==> config.mk <==
export PLATFORM = sky130hd
export DESIGN_NAME = spectral_window_filter
export DESIGN_NICKNAME = d
export VERILOG_FILES = /design/src/sv/swf_pkg.sv /design/src/sv/spectral_window_filter.sv /design/src/sv/swf_front.sv /design/src/sv/swf_queue.sv /design/src/sv/swf_back.sv
export SDC_FILE = /design/constraint.sdc
export NUM_CORES = 2
export LEC_CHECK = 0
export BUFFER_PORTS_ARGS = -buffer_cell sky130_fd_sc_hd__buf_2
export CORE_MARGIN = 3
export CORE_UTILIZATION = 52
export DETAILED_ROUTE_END_ITERATION = 16
export GPL_ROUTABILITY_DRIVEN = 0
export PLACE_DENSITY_LB_ADDON = 0.15
export SETUP_SLACK_MARGIN = 0.2
export SYNTH_ARGS = -nofsm -noshare
export SYNTH_HDL_FRONTEND = slang
export SYNTH_SLANG_ARGS = --single-unit
==> constraint.sdc <==
create_clock -name clk -period 12.4 [get_ports clk]
set_clock_uncertainty 0.1 [all_clocks]
set_input_delay 1.86 -clock clk [delete_from_list [all_inputs] [get_ports clk]]
set_output_delay 1.86 -clock clk [all_outputs]
set_load 0.01 [all_outputs]
==> src/sv/swf_pkg.sv <==
// swf_pkg: shared types, constants and reciprocal tables of the spectral window filter.
// Depends on nothing; every other file of the block imports it.
`default_nettype none

package swf_pkg;

  localparam int SAMPLE_W     = 8;
  localparam int MAX_WINDOW   = 15;
  localparam int MAX_CHANNELS = 1023;
  localparam int CNT_W        = 10;
  localparam int AGE_W        = 4;
  localparam int HALF_W       = 3;
  localparam int LOFF_W       = HALF_W + 1;
  localparam int WS_W         = 4;

  // sum and divide widths
  localparam int ACC_W        = 12;
  localparam int NUM_W        = 14;
  localparam int RECIP_W      = 19;
  localparam int RECIP_SHIFT  = 20;
  localparam int PROD_W       = NUM_W + RECIP_W;
  localparam int TAP_P_W      = 11;
  localparam int TAP_RECIP_W  = 13;
  localparam int TAP_SHIFT    = 12;

  // queue between front and back
  localparam int QDEPTH       = 2;
  localparam int QPTR_W       = $clog2(QDEPTH);
  localparam int QCNT_W       = $clog2(QDEPTH + 1);

  // configuration port
  localparam int CFG_IDX_W    = 2;
  localparam int CFG_DATA_W   = 4;
  localparam logic [CFG_IDX_W-1:0] CFG_WINDOW_SIZE   = 2'd0;
  localparam logic [CFG_IDX_W-1:0] CFG_TRIANGLE_MODE = 2'd1;
  localparam logic [WS_W-1:0]      WINDOW_SIZE_RESET = 4'd3;

  typedef struct packed {
    logic [SAMPLE_W-1:0] sample;
    logic                last_sample;
  } swf_in_t;

  typedef struct packed {
    logic [SAMPLE_W-1:0] filtered;
    logic                last_out;
  } swf_out_t;

  // settings seen by front and back
  typedef struct packed {
    logic [HALF_W-1:0] half;
    logic              tri_mode;
  } swf_cfg_t;

  // one classified input: sample plus the outputs it releases
  typedef struct packed {
    logic [SAMPLE_W-1:0] sample;
    logic                last;
    logic                emit;
    logic [CNT_W-1:0]    newest;
    logic [HALF_W-1:0]   j_top;
    logic [HALF_W-1:0]   j_low;
  } swf_job_t;

  function automatic logic [HALF_W-1:0] half_width(input logic [WS_W-1:0] ws);
    logic [HALF_W-1:0] h;
    h = ws[WS_W-1:1];
    if (h == '0) h = HALF_W'(1);
    return h;
  endfunction

  // floor(2^20 / (2h+1))
  function automatic logic [RECIP_W-1:0] box_recip(input logic [HALF_W-1:0] h);
    logic [RECIP_W-1:0] r;
    unique case (h)
      3'd1:    r = 19'd349525;
      3'd2:    r = 19'd209715;
      3'd3:    r = 19'd149796;
      3'd4:    r = 19'd116508;
      3'd5:    r = 19'd95325;
      3'd6:    r = 19'd80659;
      3'd7:    r = 19'd69905;
      default: r = 19'd349525;
    endcase
    return r;
  endfunction

  // floor(2^20 / (2*(3h+1)))
  function automatic logic [RECIP_W-1:0] tri_recip(input logic [HALF_W-1:0] h);
    logic [RECIP_W-1:0] r;
    unique case (h)
      3'd1:    r = 19'd131072;
      3'd2:    r = 19'd74898;
      3'd3:    r = 19'd52428;
      3'd4:    r = 19'd40329;
      3'd5:    r = 19'd32768;
      3'd6:    r = 19'd27594;
      3'd7:    r = 19'd23831;
      default: r = 19'd131072;
    endcase
    return r;
  endfunction

  // floor(2^12 / h)
  function automatic logic [TAP_RECIP_W-1:0] tap_recip(input logic [HALF_W-1:0] h);
    logic [TAP_RECIP_W-1:0] r;
    unique case (h)
      3'd1:    r = 13'd4096;
      3'd2:    r = 13'd2048;
      3'd3:    r = 13'd1365;
      3'd4:    r = 13'd1024;
      3'd5:    r = 13'd819;
      3'd6:    r = 13'd682;
      3'd7:    r = 13'd585;
      default: r = 13'd4096;
    endcase
    return r;
  endfunction

endpackage

`default_nettype wire

==> src/sv/spectral_window_filter.sv <==
// A sample that completes a window releases one output, h = window_size/2; the last sample of a
//   run releases up to h+1 outputs. For each output the back walks 2h+1 taps, drains the tap
//   pipeline and does a two-step reciprocal divide; it takes no new sample until its outputs
//   have been issued, and a sample with no output only shifts the history.
// Reset (rst_n low, synchronous): run counter, queue, history, output valid and the
//   configuration (window_size 3, box mode) return to their initial values.
`default_nettype none

module spectral_window_filter import swf_pkg::*; (
  input  logic                  clk,
  input  logic                  rst_n,
  // input samples
  input  swf_in_t               in_item,
  input  logic                  in_valid,
  output logic                  in_ready,
  // filtered channels
  output swf_out_t              out_item,
  output logic                  out_valid,
  input  logic                  out_ready,
  // configuration writes
  input  logic [CFG_IDX_W-1:0]  cfg_index,
  input  logic [CFG_DATA_W-1:0] cfg_data,
  input  logic                  cfg_valid,
  output logic                  cfg_ready
);

  logic [WS_W-1:0] window_size_r;
  logic            triangle_mode_r;
  swf_cfg_t        cfg;
  swf_job_t        fq_job, qb_job;
  logic            fq_valid, fq_ready, qb_valid, qb_ready;

  // Config: always ready; software must write only while the filter is idle; the block does not check.
  assign cfg_ready = 1'b1;

  always_ff @(posedge clk) begin
    if (!rst_n) begin
      window_size_r   <= WINDOW_SIZE_RESET;
      triangle_mode_r <= 1'b0;
    end else if (cfg_valid && cfg_ready) begin
      unique case (cfg_index)
        CFG_WINDOW_SIZE:   window_size_r   <= cfg_data[WS_W-1:0];
        CFG_TRIANGLE_MODE: triangle_mode_r <= cfg_data[0];
        default:           ; // drop writes to unmapped indexes
      endcase
    end
  end

  // Half width h: window_size/2, never below 1.
  assign cfg.half     = half_width(window_size_r);
  assign cfg.tri_mode = triangle_mode_r;

  // Front: count the run and classify each sample transfer.
  swf_front u_front (
    .clk       (clk),
    .rst_n     (rst_n),
    .cfg       (cfg),
    .in_item   (in_item),
    .in_valid  (in_valid),
    .in_ready  (in_ready),
    .job       (fq_job),
    .job_valid (fq_valid),
    .job_ready (fq_ready)
  );

  // Hold classified samples so the front keeps taking input while the back works, until the queue fills.
  swf_queue u_queue (
    .clk        (clk),
    .rst_n      (rst_n),
    .push_data  (fq_job),
    .push_valid (fq_valid),
    .push_ready (fq_ready),
    .pop_data   (qb_job),
    .pop_valid  (qb_valid),
    .pop_ready  (qb_ready)
  );

  // Back: advance the history, walk the window taps, divide, present the result.
  swf_back u_back (
    .clk       (clk),
    .rst_n     (rst_n),
    .cfg       (cfg),
    .job       (qb_job),
    .job_valid (qb_valid),
    .job_ready (qb_ready),
    .out_item  (out_item),
    .out_valid (out_valid),
    .out_ready (out_ready)
  );

endmodule

`default_nettype wire

==> src/sv/swf_front.sv <==
// swf_front: accepts samples, counts the run and decides which outputs each sample releases.
// Depends on swf_pkg.
`default_nettype none

module swf_front import swf_pkg::*; (
  input  logic     clk,
  input  logic     rst_n,
  input  swf_cfg_t cfg,
  input  swf_in_t  in_item,
  input  logic     in_valid,
  output logic     in_ready,
  output swf_job_t job,
  output logic     job_valid,
  input  logic     job_ready
);

  logic [CNT_W-1:0] cnt_r, cnt_nxt;
  logic [CNT_W-1:0] cnt_inc;
  logic [CNT_W-1:0] newest;
  logic             accept;

  assign in_ready  = job_ready;
  assign job_valid = in_valid;
  assign accept    = in_valid && job_ready;

  always_comb begin
    // saturate the run length at the channel limit
    cnt_inc = (cnt_r == CNT_W'(MAX_CHANNELS)) ? cnt_r : cnt_r + CNT_W'(1);
    newest  = cnt_inc - CNT_W'(1);
    cnt_nxt = cnt_r;
    if (accept) begin
      cnt_nxt = in_item.last_sample ? '0 : cnt_inc;
    end
  end

  always_comb begin
    job.sample = in_item.sample;
    job.last   = in_item.last_sample;
    job.newest = newest;
    if (in_item.last_sample) begin
      // flush: every channel from newest-h (or the first) up to newest
      job.emit  = 1'b1;
      job.j_top = (newest < CNT_W'(cfg.half)) ? newest[HALF_W-1:0] : cfg.half;
      job.j_low = '0;
    end else begin
      job.emit  = (newest >= CNT_W'(cfg.half));
      job.j_top = cfg.half;
      job.j_low = cfg.half;
    end
  end

  always_ff @(posedge clk) begin
    if (!rst_n) begin
      cnt_r <= '0;
    end else begin
      cnt_r <= cnt_nxt;
    end
  end

endmodule

`default_nettype wire

==> src/sv/swf_queue.sv <==
// swf_queue: short FIFO that decouples the front from the back.
// Depends on swf_pkg.
`default_nettype none

module swf_queue import swf_pkg::*; (
  input  logic     clk,
  input  logic     rst_n,
  input  swf_job_t push_data,
  input  logic     push_valid,
  output logic     push_ready,
  output swf_job_t pop_data,
  output logic     pop_valid,
  input  logic     pop_ready
);

  swf_job_t          mem_r [QDEPTH];
  logic [QPTR_W-1:0] wr_ptr_r, wr_ptr_nxt;
  logic [QPTR_W-1:0] rd_ptr_r, rd_ptr_nxt;
  logic [QCNT_W-1:0] count_r, count_nxt;
  logic              push_fire, pop_fire;

  assign push_ready = (count_r != QCNT_W'(QDEPTH));
  assign pop_valid  = (count_r != '0);
  assign pop_data   = mem_r[rd_ptr_r];
  assign push_fire  = push_valid && push_ready;
  assign pop_fire   = pop_valid && pop_ready;

  always_comb begin
    wr_ptr_nxt = wr_ptr_r;
    rd_ptr_nxt = rd_ptr_r;
    count_nxt  = count_r;
    if (push_fire) begin
      wr_ptr_nxt = (wr_ptr_r == QPTR_W'(QDEPTH - 1)) ? '0 : wr_ptr_r + QPTR_W'(1);
    end
    if (pop_fire) begin
      rd_ptr_nxt = (rd_ptr_r == QPTR_W'(QDEPTH - 1)) ? '0 : rd_ptr_r + QPTR_W'(1);
    end
    if (push_fire && !pop_fire) begin
      count_nxt = count_r + QCNT_W'(1);
    end else if (pop_fire && !push_fire) begin
      count_nxt = count_r - QCNT_W'(1);
    end
  end

  always_ff @(posedge clk) begin
    if (push_fire) begin
      mem_r[wr_ptr_r] <= push_data;
    end
  end

  always_ff @(posedge clk) begin
    if (!rst_n) begin
      wr_ptr_r <= '0;
      rd_ptr_r <= '0;
      count_r  <= '0;
    end else begin
      wr_ptr_r <= wr_ptr_nxt;
      rd_ptr_r <= rd_ptr_nxt;
      count_r  <= count_nxt;
    end
  end

`ifndef SYNTH
  a_level: assert property (@(posedge clk) disable iff (!rst_n)
    count_r <= QCNT_W'(QDEPTH))
    else $error("queue level beyond depth");

  a_grow: assert property (@(posedge clk) disable iff (!rst_n)
    (push_fire && !pop_fire) |=> (count_r == $past(count_r) + QCNT_W'(1)))
    else $error("queue level did not grow on push");

  a_order: assert property (@(posedge clk) disable iff (!rst_n)
    (push_fire && (count_r == '0)) |=> (pop_data == $past(push_data)))
    else $error("queue head is not the entry pushed into an empty queue");
`endif

endmodule

`default_nettype wire

==> src/sv/swf_back.sv <==
// swf_back: sample history, tap sequencer, weighting pipeline, window divide and output register.
// Depends on swf_pkg.
`default_nettype none

module swf_back import swf_pkg::*; (
  input  logic     clk,
  input  logic     rst_n,
  input  swf_cfg_t cfg,
  input  swf_job_t job,
  input  logic     job_valid,
  output logic     job_ready,
  output swf_out_t out_item,
  output logic     out_valid,
  input  logic     out_ready
);

  typedef enum logic [5:0] {
    S_IDLE = 6'b000001,
    S_TAP  = 6'b000010,
    S_FIN  = 6'b000100,
    S_DIV1 = 6'b001000,
    S_DIV2 = 6'b010000,
    S_EMIT = 6'b100000
  } swf_state_t;

  localparam logic signed [CNT_W+1:0] AGE_MAX_S = (CNT_W+2)'(MAX_WINDOW - 1);

  swf_state_t               state_r, state_nxt;
  logic [SAMPLE_W-1:0]      hist_r [MAX_WINDOW];
  logic [CNT_W-1:0]         newest_r;
  logic                     last_r;
  logic [HALF_W-1:0]        j_r, j_low_r;
  logic signed [LOFF_W-1:0] l_r;

  // tap pipeline
  logic                     t1_v_r, t2_v_r, t3_v_r;
  logic [SAMPLE_W-1:0]      t1_x_r;
  logic [LOFF_W-1:0]        t1_w_r;
  logic [TAP_P_W-1:0]       t2_p_r, t3_p_r, t3_est_r;
  logic [ACC_W-1:0]         acc_r;

  // divide path
  logic [NUM_W-1:0]         num_r;
  logic [PROD_W-1:0]        prod_r;
  logic [SAMPLE_W-1:0]      res_r;

  swf_out_t                 out_item_r;
  logic                     out_valid_r, out_valid_nxt;

  logic                     pop, issue, tap_done, pipe_busy, emit_fire;
  logic signed [LOFF_W-1:0] l_first, l_last;
  logic [AGE_W-1:0]         age;
  logic [HALF_W-1:0]        abs_l;
  logic [LOFF_W-1:0]        weight;
  logic [2*SAMPLE_W-1:0]    wx;
  logic [TAP_P_W-1:0]       p2;
  logic [TAP_P_W+TAP_RECIP_W-1:0] est_prod;
  logic [TAP_P_W-1:0]       tap_rem, term;
  logic [HALF_W+2:0]        a2;
  logic [NUM_W-1:0]         num;
  logic [RECIP_W-1:0]       recip;
  logic [PROD_W-RECIP_SHIFT-1:0] q_est;
  logic [HALF_W+3:0]        divisor;
  logic [NUM_W-1:0]         q_rem;
  logic [PROD_W-RECIP_SHIFT-1:0] q_fix;

  // Age in the history of the sample that window offset l of output newest-j reads.
  function automatic logic [AGE_W-1:0] tap_age(
    input logic [CNT_W-1:0]         newest,
    input logic [HALF_W-1:0]        j,
    input logic signed [LOFF_W-1:0] l,
    input logic                     end_known
  );
    logic signed [CNT_W+1:0] nw, t, a;
    nw = signed'({2'b00, newest});
    t  = nw - signed'((CNT_W+2)'(j)) + (CNT_W+2)'(l);
    if (t < 0) t = -t;
    if (end_known && (t > nw)) t = (nw <<< 1) - t;
    if (t < 0) t = '0;
    if (t > nw) t = nw;
    a = nw - t;
    if (a > AGE_MAX_S) a = AGE_MAX_S;
    return a[AGE_W-1:0];
  endfunction

  assign job_ready = (state_r == S_IDLE);
  assign pop       = job_valid && job_ready;
  assign l_first   = -signed'(LOFF_W'(cfg.half));
  assign l_last    = signed'(LOFF_W'(cfg.half));
  assign issue     = (state_r == S_TAP);
  assign tap_done  = (l_r == l_last);
  assign pipe_busy = t1_v_r || t2_v_r || t3_v_r;
  assign emit_fire = (state_r == S_EMIT) && (!out_valid_r || out_ready);

  always_comb begin
    state_nxt = state_r;
    unique case (state_r)
      S_IDLE:  if (pop && job.emit) state_nxt = S_TAP;
      S_TAP:   if (tap_done) state_nxt = S_FIN;
      S_FIN:   if (!pipe_busy) state_nxt = S_DIV1;
      S_DIV1:  state_nxt = S_DIV2;
      S_DIV2:  state_nxt = S_EMIT;
      S_EMIT:  if (emit_fire) state_nxt = (j_r == j_low_r) ? S_IDLE : S_TAP;
      default: state_nxt = S_IDLE;
    endcase
  end

  // tap fetch and triangle weight 2h - |l|
  always_comb begin
    age    = tap_age(newest_r, j_r, l_r, last_r);
    abs_l  = l_r[LOFF_W-1] ? HALF_W'(-l_r) : HALF_W'(l_r);
    weight = {cfg.half, 1'b0} - LOFF_W'(abs_l);
  end

  // triangle term floor(w*x / 2h) = floor(floor(w*x/2) / h), reciprocal plus one fix-up; box term x
  always_comb begin
    wx       = (2*SAMPLE_W)'(t1_w_r) * (2*SAMPLE_W)'(t1_x_r);
    p2       = cfg.tri_mode ? TAP_P_W'(wx >> 1) : TAP_P_W'(t1_x_r);
    est_prod = (TAP_P_W+TAP_RECIP_W)'(t2_p_r) * (TAP_P_W+TAP_RECIP_W)'(tap_recip(cfg.half));
    tap_rem  = t3_p_r - TAP_P_W'(t3_est_r * TAP_P_W'(cfg.half));
    if (cfg.tri_mode) begin
      term = t3_est_r + TAP_P_W'(tap_rem >= TAP_P_W'(cfg.half));
    end else begin
      term = t3_p_r;
    end
  end

  // window divide: box sum/(2h+1), triangle (4S + a2) / (2*a2) with a2 = 3h+1
  always_comb begin
    a2      = {1'b0, cfg.half, 1'b0} + (HALF_W+3)'(cfg.half) + (HALF_W+3)'(1);
    num     = cfg.tri_mode ? ({acc_r, 2'b00} + NUM_W'(a2)) : NUM_W'(acc_r);
    recip   = cfg.tri_mode ? tri_recip(cfg.half) : box_recip(cfg.half);
    divisor = cfg.tri_mode ? {a2, 1'b0} : (HALF_W+4)'({cfg.half, 1'b1});
    q_est   = prod_r[PROD_W-1:RECIP_SHIFT];
    q_rem   = num_r - NUM_W'(q_est * (PROD_W-RECIP_SHIFT)'(divisor));
    q_fix   = q_est + (PROD_W-RECIP_SHIFT)'(q_rem >= NUM_W'(divisor));
  end

  always_comb begin
    out_valid_nxt = out_valid_r && !out_ready;
    if (emit_fire) out_valid_nxt = 1'b1;
  end

  always_ff @(posedge clk) begin
    if (!rst_n) begin
      state_r     <= S_IDLE;
      out_valid_r <= 1'b0;
      t1_v_r      <= 1'b0;
      t2_v_r      <= 1'b0;
      t3_v_r      <= 1'b0;
      for (int i = 0; i < MAX_WINDOW; i++) hist_r[i] <= '0;
    end else begin
      state_r     <= state_nxt;
      out_valid_r <= out_valid_nxt;
      t1_v_r      <= issue;
      t2_v_r      <= t1_v_r;
      t3_v_r      <= t2_v_r;
      if (pop) begin
        // shift in the newest sample
        hist_r[0] <= job.sample;
        for (int i = 1; i < MAX_WINDOW; i++) hist_r[i] <= hist_r[i-1];
      end
    end
  end

  always_ff @(posedge clk) begin
    if (pop) begin
      newest_r <= job.newest;
      last_r   <= job.last;
      j_r      <= job.j_top;
      j_low_r  <= job.j_low;
      l_r      <= l_first;
      acc_r    <= '0;
    end else if (emit_fire) begin
      j_r      <= j_r - HALF_W'(1);
      l_r      <= l_first;
      acc_r    <= '0;
    end else begin
      if (issue) l_r <= l_r + LOFF_W'(1);
      if (t3_v_r) acc_r <= acc_r + ACC_W'(term);
    end
    t1_x_r   <= hist_r[age];
    t1_w_r   <= weight;
    t2_p_r   <= p2;
    t3_p_r   <= t2_p_r;
    t3_est_r <= TAP_P_W'(est_prod >> TAP_SHIFT);
    if (state_r == S_FIN) num_r <= num;
    if (state_r == S_DIV1) prod_r <= PROD_W'(num_r) * PROD_W'(recip);
    if (state_r == S_DIV2) begin
      res_r <= (q_fix > (PROD_W-RECIP_SHIFT)'(255)) ? 8'd255 : q_fix[SAMPLE_W-1:0];
    end
    if (emit_fire) begin
      out_item_r.filtered <= res_r;
      out_item_r.last_out <= last_r && (j_r == '0);
    end
  end

  assign out_item  = out_item_r;
  assign out_valid = out_valid_r;

endmodule

`default_nettype wire
Word-level counts from Yosys, hierarchy flattened
Memory sizes are Yosys's and may differ from the RTL's. A register that Yosys moved wholly into a read port is not among the register bits.
Index checks and enable logic that the tools add are counted.
- output and inout bits: 12
- memories kept: 2
- input bits: 20
- memory bits (read-only): 0
- latch bits: 0
- memory bits (writable): 172
- bits in registers: 163
- word-level logic and storage cells: 191
- memories (name ; words ; bits a word ; rd ports ; clocked after Yosys merged registers in ; wr ports ; line ; source):
    u_back.hist_r ; 15 ; 8 ; 15 ; 1 ; 15 ; swf_back.sv:29 ; logic [SAMPLE_W-1:0] hist_r [MAX_WINDOW];
    u_queue.mem_r ; 2 ; 26 ; 1 ; 1 ; 1 ; swf_queue.sv:16 ; swf_job_t mem_r [QDEPTH];
- equal/unequal tests: 21
- multiplexer cells: 59
- reduce and logical (&&, ||, !) cells: 27
- $lt $le $gt $ge: 10
- bitwise logic cells: 15
- shift-type cells: 0
- div/mod/pow operators: 0
- multipliers: 5
- $add $sub $neg: 24
- operator list (operator ; number):
    $mux W8 ; 16
    $pmux W19 S6 ; 1
    $pmux W18 S6 ; 1
    $pmux W13 S6 ; 1
    $mux W12 ; 5
    $pmux W6 S6 ; 1
    $mul A14 B19 Y33 ; 1
    $mux W6 ; 5
    $gt A12 B11 Y1 ; 2
    $lt A12 B1 Y1 const B ; 2
    $mul A11 B13 Y23 ; 1
    $mux W10 ; 2
    $mux W19 ; 1
    $mux W4 ; 4
    $mux W3 ; 5
    $or A1 B1 Y1 ; 15
    $add A14 B6 Y14 ; 1
    $ge A14 B7 Y1 ; 1
    $mul A13 B7 Y14 ; 1
    $sub A14 B14 Y14 ; 1
    $add A13 B1 Y13 ; 1
    $gt A13 B8 Y1 const B ; 1
    $add A11 B4 Y12 ; 1
    $add A12 B11 Y12 ; 1
    52 further kinds ; 90

Logic depth before layout (Yosys ltp)
- depth in word-level cells: 14
- mapped depth: 52
- mapped depth without buffers: 49

Cells and area by module
From an unflattened synthesis, not the netlist that was laid out.
- cell total of the unflattened synthesis: 3452
- area, all modules: 34000.1 um2
- by module, submodules not included (module ; instances ; cells each ; seq. area each (um2) ; area an instance (um2)):
    swf_back ; 1 ; 3162 ; 6896.6 ; 30430.4
    swf_queue ; 1 ; 105 ; 1661.6 ; 2112.0
    swf_front ; 1 ; 162 ; 200.2 ; 1252.5
    spectral_window_filter ; 1 ; 23 ; 80.1 ; 205.2

Worst setup path before layout
OpenSTA, ideal clock, no wires.
- path kind: register -> register
- start: register u_back.newest_r[0]
- end: register u_back.t1_x_r[0] (read register of u_back.hist_r)
- data required time: 12180 ps
- clock period less this slack: 9818 ps
- path slack: 2582 ps
- library setup time: 120 ps
- cell stages (with the launch flop): 51
- data arrival time: 9598 ps
- buffers on the path: 3
- cells stage by stage: edfxtp_1 > inv_1 > ha_1 > inv_1 > fa_1 > a21oi_1 > nand3_1 > nor4_1 > xnor2_1 > ha_1 > and2_1 > nand3_1 > o2111ai_1 > and2_1 > clkbuf_1 > nor2_1 > a21oi_1 > inv_1 > [15 not listed] > a21oi_1 > o21ai_0 > o21ai_0 > o21ai_2 > buf_4 > o2bb2ai_1 > ha_1 > fa_1 > nand2b_1 > a21oi_1 > o21a_1 > o21ai_0 > a2111oi_0 > nand4_1 > a31oi_1 > clkbuf_1 > a31oi_1 > a211o_1
- word-level cells in the longest chain between the ends: 14
- elaborated cells between the ends (all ways): 16
- those cells by class: add/sub (5); order compare (5); mux (5); reduce/logical (1)
- ends and longest elaborated chain (what ; line ; source):
    start: declaration ; swf_back.sv:30 ; logic [CNT_W-1:0] newest_r;
    start signal: assignment ; swf_back.sv:168 ; newest_r <= job.newest;
    $sub A10 B3 Y11 ; swf_back.sv:76 ; t = nw - signed'((CNT_W+2)'(j)) + (CNT_W+2)'(l);
    $add A11 B4 Y12 ; swf_back.sv:76 ;
    $neg A12 Y12 / $lt A12 B1 Y1 (equally long branches) ; swf_back.sv:77 ; if (t < 0) t = -t;
    $mux W12 ; swf_back.sv:77 ;
    $gt A12 B11 Y1 ; swf_back.sv:78 ; if (end_known && (t > nw)) t = (nw <<< 1) - t;
    $logic_and A1 B1 Y1 ; swf_back.sv:78 ;
    $mux W12 ; swf_back.sv:78 ;
    $lt A12 B1 Y1 ; swf_back.sv:79 ; if (t < 0) t = '0;
    $mux W12 ; swf_back.sv:79 ;
    $gt A12 B11 Y1 ; swf_back.sv:80 ; if (t > nw) t = nw;
    $mux W12 ; swf_back.sv:80 ;
    $sub A11 B12 Y12 * ; swf_back.sv:81 ; a = nw - t;
    $gt A12 B5 Y1 ; swf_back.sv:82 ; if (a > AGE_MAX_S) a = AGE_MAX_S;
    $mux W4 * ; swf_back.sv:82 ;
    end: declaration ; swf_back.sv:37 ; logic [SAMPLE_W-1:0] t1_x_r;
Every way passes the cells marked *; elsewhere a longest branch is shown, timed or not.
A chain may end at the register's enable or synchronous reset.

Final worst setup path
- start: register u_back.newest_r[0]
- end: register u_back.t1_x_r[4] (read register of u_back.hist_r)
The elaborated chain is that of the path after synthesis.

==> results.md <==
* Cell taking the most area after synthesis: fa_1
* FF-to-FF path depth at 49
* Std cell rows at 92
* Worst min-delay path class: register to register
* Die width at 260 um
* Primary flip-flop cell chosen by synthesis mapping: edfxtp_1
* Drt via density at 5.67
* Quantity of I/O buffers inserted on ports at 30
* Worst skew pair latency at 0.55 ns
* DRC viols at 0
* Total CTS buffers at 35
* Count leader, synth: inv_1
* Hold_buf cts at 0
* Max-cap viol count at 0
* R2R Path Start: u_back.newest_r[0]$_DFFE_PP_
* Largest net degree at the start of global routing at 94
* Routed Antenna Nets at 0
* CTS tree: built
* Synth Register Bits at 323
* # setup viols final at 0
* CP Max Fanout at 14
* Chip Height at 260 um
* Worst Tran Pin Value at 1.22 ns
* Register Area at 8840 um2
* Number of hold violations in the final report at 0
* Gate Count Post-Synth at 3412
* Flop-to-flop setup slack at 1.14 ns
* Die area at 67400 um2
* CP required at 12.76 ns
* Area of the multi-input gates at 22400 um2
* Clk slew on worst S/H paths at 0.07 ns
* Starting Density at 52.8%
* Worst Hold Slack at 0.319 ns
* Area contributors post-synth: fa_1 (23%), edfxtp_1 (21%), ha_1 (11%), dfxtp_1 (5.1%), inv_1 (5.1%)
* Drt pass-1 iters at 6
* Hpwl dp at 60400 um
* Aggregate global routing overflow at 0
* Crit path kind: register to register
* Tot GR Track Use at 24.4%
* Initial drt markers at 1618
* Syn avg cell area at 9.80 um2
* Routed wire per std cell at 18.9 um
* Synth cell types at 81
* Core box area at 63300 um2
* Drt total wl at 80100 um
* CP Capture Point: u_back.t1_x_r[4]$_DFF_P_
* HP Start: u_back.res_r[2]$_SDFFCE_PN1P_
* Post-synth EDFFs at 237
* First-pass GRT wire length at 131000 um
* Critical Path Source Type: register
* Tcrit/Tclk final at 90.8%
* Vias post-DR at 24071
* Cts repair resizes at 0
* Unrepaired setup endpoints after global routing: false
* Placed Instance Area at 34500 um2
* Critical path arrival at 11.62 ns
* Slew HR at 18.0%
* Critical Path End Type: register
* Top cell type's share of synthesized area at 23.0%
* Nets at 4084
* Top cells by count, synth: inv_1 (451), nand2_1 (399), fa_1 (385), ha_1 (302), edfxtp_1 (237)
* Cell area after layout at 35600 um2
* Root Buffer: clkbuf_16
* Post-synth ARST share at 0%
* Register area share after synthesis at 26.4%
* Clock Path Buffers at 3
* Crit path max-delay cell type: edfxtp_1
* Io pins at 32
* Worst path max stage delay at 0.50 ns
* Final Critical Period at 11.26 ns
* Fillers at 5559
* Syn Std Cell Area at 33500 um2
* Clock Sinks at 323
* Status: completed
* Share of layout cells above drive strength 1 at 6.61%
* Setup TNS at 0 ns
* Fmax at 88.8 MHz
* Post-CTS Setup Bufs at 0
* R2R Path End: u_back.t1_x_r[4]$_DFF_P_
* CTS H-Tree Depth at 2
* Initial antenna violation count at 3
* Slew Viols, Final at 0
* Crit path launch: u_back.newest_r[0]$_DFFE_PP_
* Critical Path Most Common Cell: ha_1
* Number of global-route vias before repair at 24994
* Layout Area Growth over Synthesis at 6.47%
* Yosys warning count at 0
-- cell usage in the layout, fill, tap and decap left out, types with 35 or more instances in the layout --
| cell type | instances |
|---|---|
| nand2_1 | 398 |
| ha_1 | 302 |
| mux2_2 | 47 |
| mux2i_1 | 48 |
| clkbuf_16 | 35 |
| inv_1 | 450 |
| dfxtp_1 | 83 |
| edfxtp_1 | 237 |
| fa_1 | 385 |
| a21oi_1 | 132 |
| and2_1 | 171 |
| nor3_1 | 46 |
| xor2_1 | 57 |
| xnor2_1 | 106 |
| and3_1 | 123 |
| o21ai_0 | 69 |
| nand3_1 | 53 |
| nor2_1 | 177 |
| buf_4 | 49 |
-- layout make-up --
| type | instances | area share [%] |
|---|---|---|
| multi-input combinational | 2484 | 62.8 |
| sequential | 323 | 24.8 |
| antenna | 1 | 0.00703 |
| timing repair buffer | 79 | 1.45 |
| tap | 846 | 2.97 |
| clock buffer | 43 | 2.54 |
| clock inverter | 19 | 0.594 |
| inverter | 454 | 4.78 |
-- how the worst min path moves through the flow --
stage	to	slack (ns)	cells after the start
global placement	u_back.out_item[5]$_DFFE_PP_	0.31	0
CTS	u_back.out_item[1]$_DFFE_PP_	0.32	0
detailed placement	u_back.out_item[3]$_DFFE_PP_	0.30	0
floorplan	u_back.t3_p_r[2]$_DFF_P_	0.24	0
global route	u_back.out_item[5]$_DFFE_PP_	0.33	0
finish	u_back.out_item[3]$_DFFE_PP_	0.32	0
-- state kept, by name, indices dropped and copies added, names as in the netlist, 11 cells and up, named ones only --
register / cells
u_back.num_r: 14
u_back.hist_r: 120
u_back.t3_est_r: 11
u_back.t2_p_r: 11
u_back.t3_p_r: 11
u_queue.mem_r: 52
u_back.prod_r: 13
u_back.acc_r: 12
-- kinds of logic after synthesis --
group                      after synthesis  synth area share (%)
adders and majority gates              687                  34.3
DFF                                    323                  26.4
buffers and inverters                  613                  6.93
xor gates and xnor gates               163                  4.27
and+or+nand+nor                       1110                  16.3
AOI/OAI and AO/OA                      407                  7.98
muxes                                  107                  3.77
other                                    2                0.0225
-- critical path: cells and delay by family (launching register included) --
family,cells,cell delay (ns)
and+or+nand+nor,14,2.60
AOI/OAI and AO/OA,22,4.81
buffers and inverters,4,0.57
DFF,1,0.50
muxes,1,0.18
xor gates and xnor gates,1,0.17
adders and majority gates,7,2.19
-- layer usage --
| layer | vias up | wire (um) | global-route usage [%] |
|---|---|---|---|
| met2 | 688 | 36900 | 39.1 |
| met3 | 141 | 4810 | 3.41 |
| met4 | 2 | 2120 | 6.54 |
| li1 | 11248 | - | - |
| met5 | - | 13 | 0 |
| met1 | 11992 | 36300 | 34.8 |
-- per-stage QoR --
step                worst slack [ns]  cells  utilization (%)
finish                          1.14   4249             56.3
floorplan                       2.58   3420                -
global route                   0.236   4249             56.3
detailed placement             0.846   4186             54.5
CTS                            0.837   4248             56.2
global placement                1.32   4186             54.5
Power is not shown: default switching activity piles up to over one toggle a cycle in this logic, so the estimate is an artifact.
